## src/tlv_ram.sv

```systemverilog
module tlv_ram #(
  parameter int WIDTH = 8,
  parameter int DEPTH = 512
) (
  input  logic                     clk,
  input  logic                     we,
  input  logic [$clog2(DEPTH)-1:0] waddr,
  input  logic [WIDTH-1:0]         wdata,
  input  logic [$clog2(DEPTH)-1:0] raddr,
  output logic [WIDTH-1:0]         rdata
);

  logic [WIDTH-1:0] mem [DEPTH];

  // Write one entry, register the read
  always_ff @(posedge clk) begin
    if (we) begin
      mem[waddr] <= wdata;
    end
    rdata <= mem[raddr];
  end

endmodule

```

## config.mk

```make
export PLATFORM = sky130hd
export DESIGN_NAME = tlv_ram
export DESIGN_NICKNAME = d
export VERILOG_FILES = /design/src/tlv_ram.sv
export SDC_FILE = /design/constraint.sdc
export NUM_CORES = 2
export LEC_CHECK = 0
export BUFFER_PORTS_ARGS = -buffer_cell sky130_fd_sc_hd__buf_2
export CAP_MARGIN = 20
export CORE_AREA = 3 3 735 737
export DETAILED_ROUTE_END_ITERATION = 6
export DIE_AREA = 0 0 738 740
export PLACE_DENSITY = 0.5
export SETUP_SLACK_MARGIN = 0.5
export SLEW_MARGIN = 20
export SYNTH_ARGS = -nofsm -noshare
export SYNTH_HDL_FRONTEND = slang
export SYNTH_SLANG_ARGS = --single-unit
```

## constraint.sdc

```tcl
create_clock -name clk -period 3.9 [get_ports clk]
set_clock_uncertainty 0.2 [all_clocks]
set_input_delay 1.17 -clock clk [delete_from_list [all_inputs] [get_ports clk]]
set_output_delay 1.17 -clock clk [all_outputs]
set_load 0.05 [all_outputs]
```

==> impl_metrics.tcl <==
set metrics [dict create \
    status "finished clean" \
    syn_avg_cell_area_um2 19.92 \
    synth_nets 8058 \
    placed_area_um2 179800 \
    r2r_cells 9 \
    synth_edf_count 4096 \
    fin_area_um2 193600 \
    place_ws_ns -0.8816 \
    drive_gt1_share_pct 29.08 \
    cts_setup_buffers 0 \
    die_w_um 738 \
    hold_class "in -> reg" \
    r2r_slack_ns 0.88 \
    vias 84972 \
    yosys.cell_types.count 51 \
    yosys_register_bits 4104 \
    rsz0062_at_grt "yes" \
    final_max_slew_viol_count 0 \
    path_cells "buf_12, buf_4, buf_12, buf_12, mux2i_1, buf_4, o221ai_1, o22ai_1, o21ai_2, nand4_1, nand2_2, o2111a_1" \
    ios 36 \
    worstPathRequired_ns 4.64 \
    dieArea_um2 546100 \
    drt-initial-drc-count 8478 \
    setup_slack_ns 0.4256 \
    area_delta_synth_final_pct 21.06 \
    root_buffer "clkbuf_16" \
    critPathMaxStageDelay_ns 0.44 \
    cp.arrival_ns 4.21 \
    cts_tree "done" \
    routed_wirelength_mm 463.1 \
    timing.rr.start "mem[267][0]" \
    post-route-period-util_pct 89.09 \
    vdd_drop_max_mv 0.4501 \
    ys_warn_count 0 \
    io_buffers 35 \
    postCtsHoldBufs 0 \
    place_congestion 0.8651 \
    cp-end-kind "register" \
    grt_pass1_wl_mm 657.5 \
    cpMostUsedCell "buf_12" \
    ant_nets 0 \
    critPathLaunch "raddr[0]" \
    maxCapViolations 0 \
    synth_area_um2 159900 \
    finalHoldViolCount 0 \
    setup_viol 0 \
    dp_hpwl_mm 307.8 \
    clock_path_buffers 4 \
    total_power_w 0.09368 \
    design.core.area_um2 533200 \
    clock-sinks 4104 \
    wl_per_cell_um 27.53 \
    final_util_pct 36.31 \
    start_util_pct 30.00 \
    synth-seq-area-share_pct 77.01 \
    worstPathMaxFanout 27 \
    rr_endpoint "rdata[0]" \
    cts_made_buffers 418 \
    tns_ns 0 \
    worstSkewPairLatency_ns 1.02 \
    slew_headroom_pct 27.77 \
    vias_per_cell 5.052 \
    worst_pin_slew_ns 1.080 \
    layout_min_cycle_time_ns 3.474 \
    grt_max_degree 129 \
    clkTransAtPathRegs_ns 0.06 \
    syn_inst 8030 \
    drt_first_pass_iters 6 \
    synth_flop_cell "edfxtp_1" \
    fmax_mhz 287.8 \
    async_flop_share_pct 0 \
    antenna_found_initial 25 \
    startpoint_type "primary input" \
    hold_path_depth 1 \
    slowest_stage "nand4_1" \
    p_per_area_nw_per_um2 483.9 \
    htreeDepth 5 \
    nets 9484 \
    num_rows 268 \
    grt_use_total_pct 16.53 \
    die_h_um 740 \
    crit_end "rdata[3]" \
    grt_pass1_vias 86952 \
    critPathKind "in -> reg" \
    leakage_nw 63.43 \
    drc 0 \
    gr-total-overflow 0 \
]
## power breakdown
| part | switching (W) | leakage [nW] | total, W | internal [W] |
|---|---|---|---|---|
| Clock | 0.0169 | 6.58 | 0.0397 | 0.0228 |
| Combinational | 0.00333 | 20.0 | 0.00532 | 0.00198 |
| Sequential | 0.0000673 | 36.9 | 0.0486 | 0.0486 |
| Total | 0.0203 | 63.4 | 0.0937 | 0.0733 |
## metrics by stage
step,cells,hold WS [ns]
floorplan,8030,0.7378
global placement,16056,1.038
detailed placement,16056,1.020
CTS,16816,0.2802
global route,16818,0.3222
finish,16821,0.3742
## synth_stat cells, types with 3 or more instances
master	instances	area share, %
o2111a_1	8	0.056
nor4_1	36	0.14
buf_1	41	0.096
o41ai_1	7	0.038
nor2b_1	6	0.023
buf_4	70	0.33
buf_12	5	0.063
buf_6	64	0.45
nor2_1	597	1.4
o22ai_1	163	0.64
mux4_2	654	9.2
mux2i_1	797	5.0
and2_1	20	0.078
nand2b_1	4	0.016
o22a_1	3	0.016
o31ai_1	13	0.061
nand3_1	36	0.11
clkbuf_1	265	0.62
edfxtp_1	4096	77
o21ai_0	118	0.37
a22o_1	5	0.027
o221ai_1	371	2.0
or3_1	6	0.023
dfxtp_1	8	0.10
nor3b_1	8	0.038
a211oi_1	17	0.080
a22oi_1	61	0.29
o311ai_0	5	0.027
a2111oi_0	3	0.016
nor3_1	109	0.34
nand4_1	32	0.13
buf_2	57	0.18
and3b_1	4	0.022
a21oi_1	194	0.61
buf_8	11	0.10
or2_2	4	0.016
and3_1	4	0.016
nand2_1	111	0.26
## cell families after synthesis
kind of cell	after synthesis	share of synthesized area, %
compound gates	979	4.313
flops	4104	77.01
mux	1451	14.20
buf+inv	516	1.849
simple gates	980	2.631
## worst min path at each step
stage | from | endpoint | slack (ns)
5_1_grt | wdata[3] | mem[395][3] | 0.32
2_1_floorplan | mem[70][0] | rdata[0] | 0.74
4_1_cts | wdata[3] | mem[395][3] | 0.28
3_3_place_gp | mem[372][4] | rdata[4] | 1.04
6_report | wdata[3] | mem[395][3] | 0.37
3_5_place_dp | mem[374][4] | rdata[4] | 1.02
## cell type report
class | instances | area, um2
fill | 49062 | 339600
sequential | 4104 | 123200
multi-input combinational | 3410 | 34210
timing repair buffer | 1519 | 13860
clock buffer | 509 | 10960
tap | 7020 | 8783
clock inverter | 251 | 2601
inverter | 3 | 18.77
antenna | 5 | 12.51
## critical path: cells and delay by family
kind / cells / cell delay [ns]
buffers and inverters: 5 / 1.07
AO/OA/AOI/OAI: 4 / 0.90
AND/OR/NAND/NOR: 2 / 0.74
multiplexers: 1 / 0.10
## registers in the layout, indices dropped and copies added (netlist names)
register  flops
mem        4096
rdata         8
## per-layer routing
layer | track usage (%) | vias up | wire [um]
li1 | - | 36330 | -
met1 | 22.49 | 45267 | 196500
met2 | 27.43 | 2748 | 224900
met3 | 2.309 | 625 | 25630
met4 | 5.076 | 2 | 16040
met5 | 0 | - | 9
## cells in the final DEF (no fill, tap or decap), types with 8 or more instances in the layout
cell type	synthesis	layout
edfxtp_1	4096	4096
buf_4	70	1289
mux2i_1	797	797
mux4_2	654	654
nor2_1	597	595
clkbuf_16	0	422
o221ai_1	371	363
a21oi_1	194	194
buf_12	5	191
o22ai_1	163	163
nor3_1	109	108
nand2_1	111	92
o21ai_0	118	92
clkinv_1	0	85
clkbuf_1	265	80
clkinv_2	0	79
a22oi_1	61	58
bufinv_16	0	42
nand3_1	36	32
nand4_1	32	32
nor4_1	36	29
buf_2	57	22
clkinvlp_4	0	20
and2_1	20	19
a211oi_1	17	17
o21ai_2	0	15
o31ai_1	13	13
o21ai_1	1	12
nand2_4	0	12
buf_8	11	10
o221ai_2	1	9
o2111a_1	8	8
clkbuf_8	0	8
clkinv_16	0	8
## repair_timing
item                                   CTS  global route
resized for setup                       26            47
endpoints found under the hold margin    0             0
setup endpoints to repair               11             8
pin swaps                                4             7
Note: power is estimated with default switching activity, not from simulation.
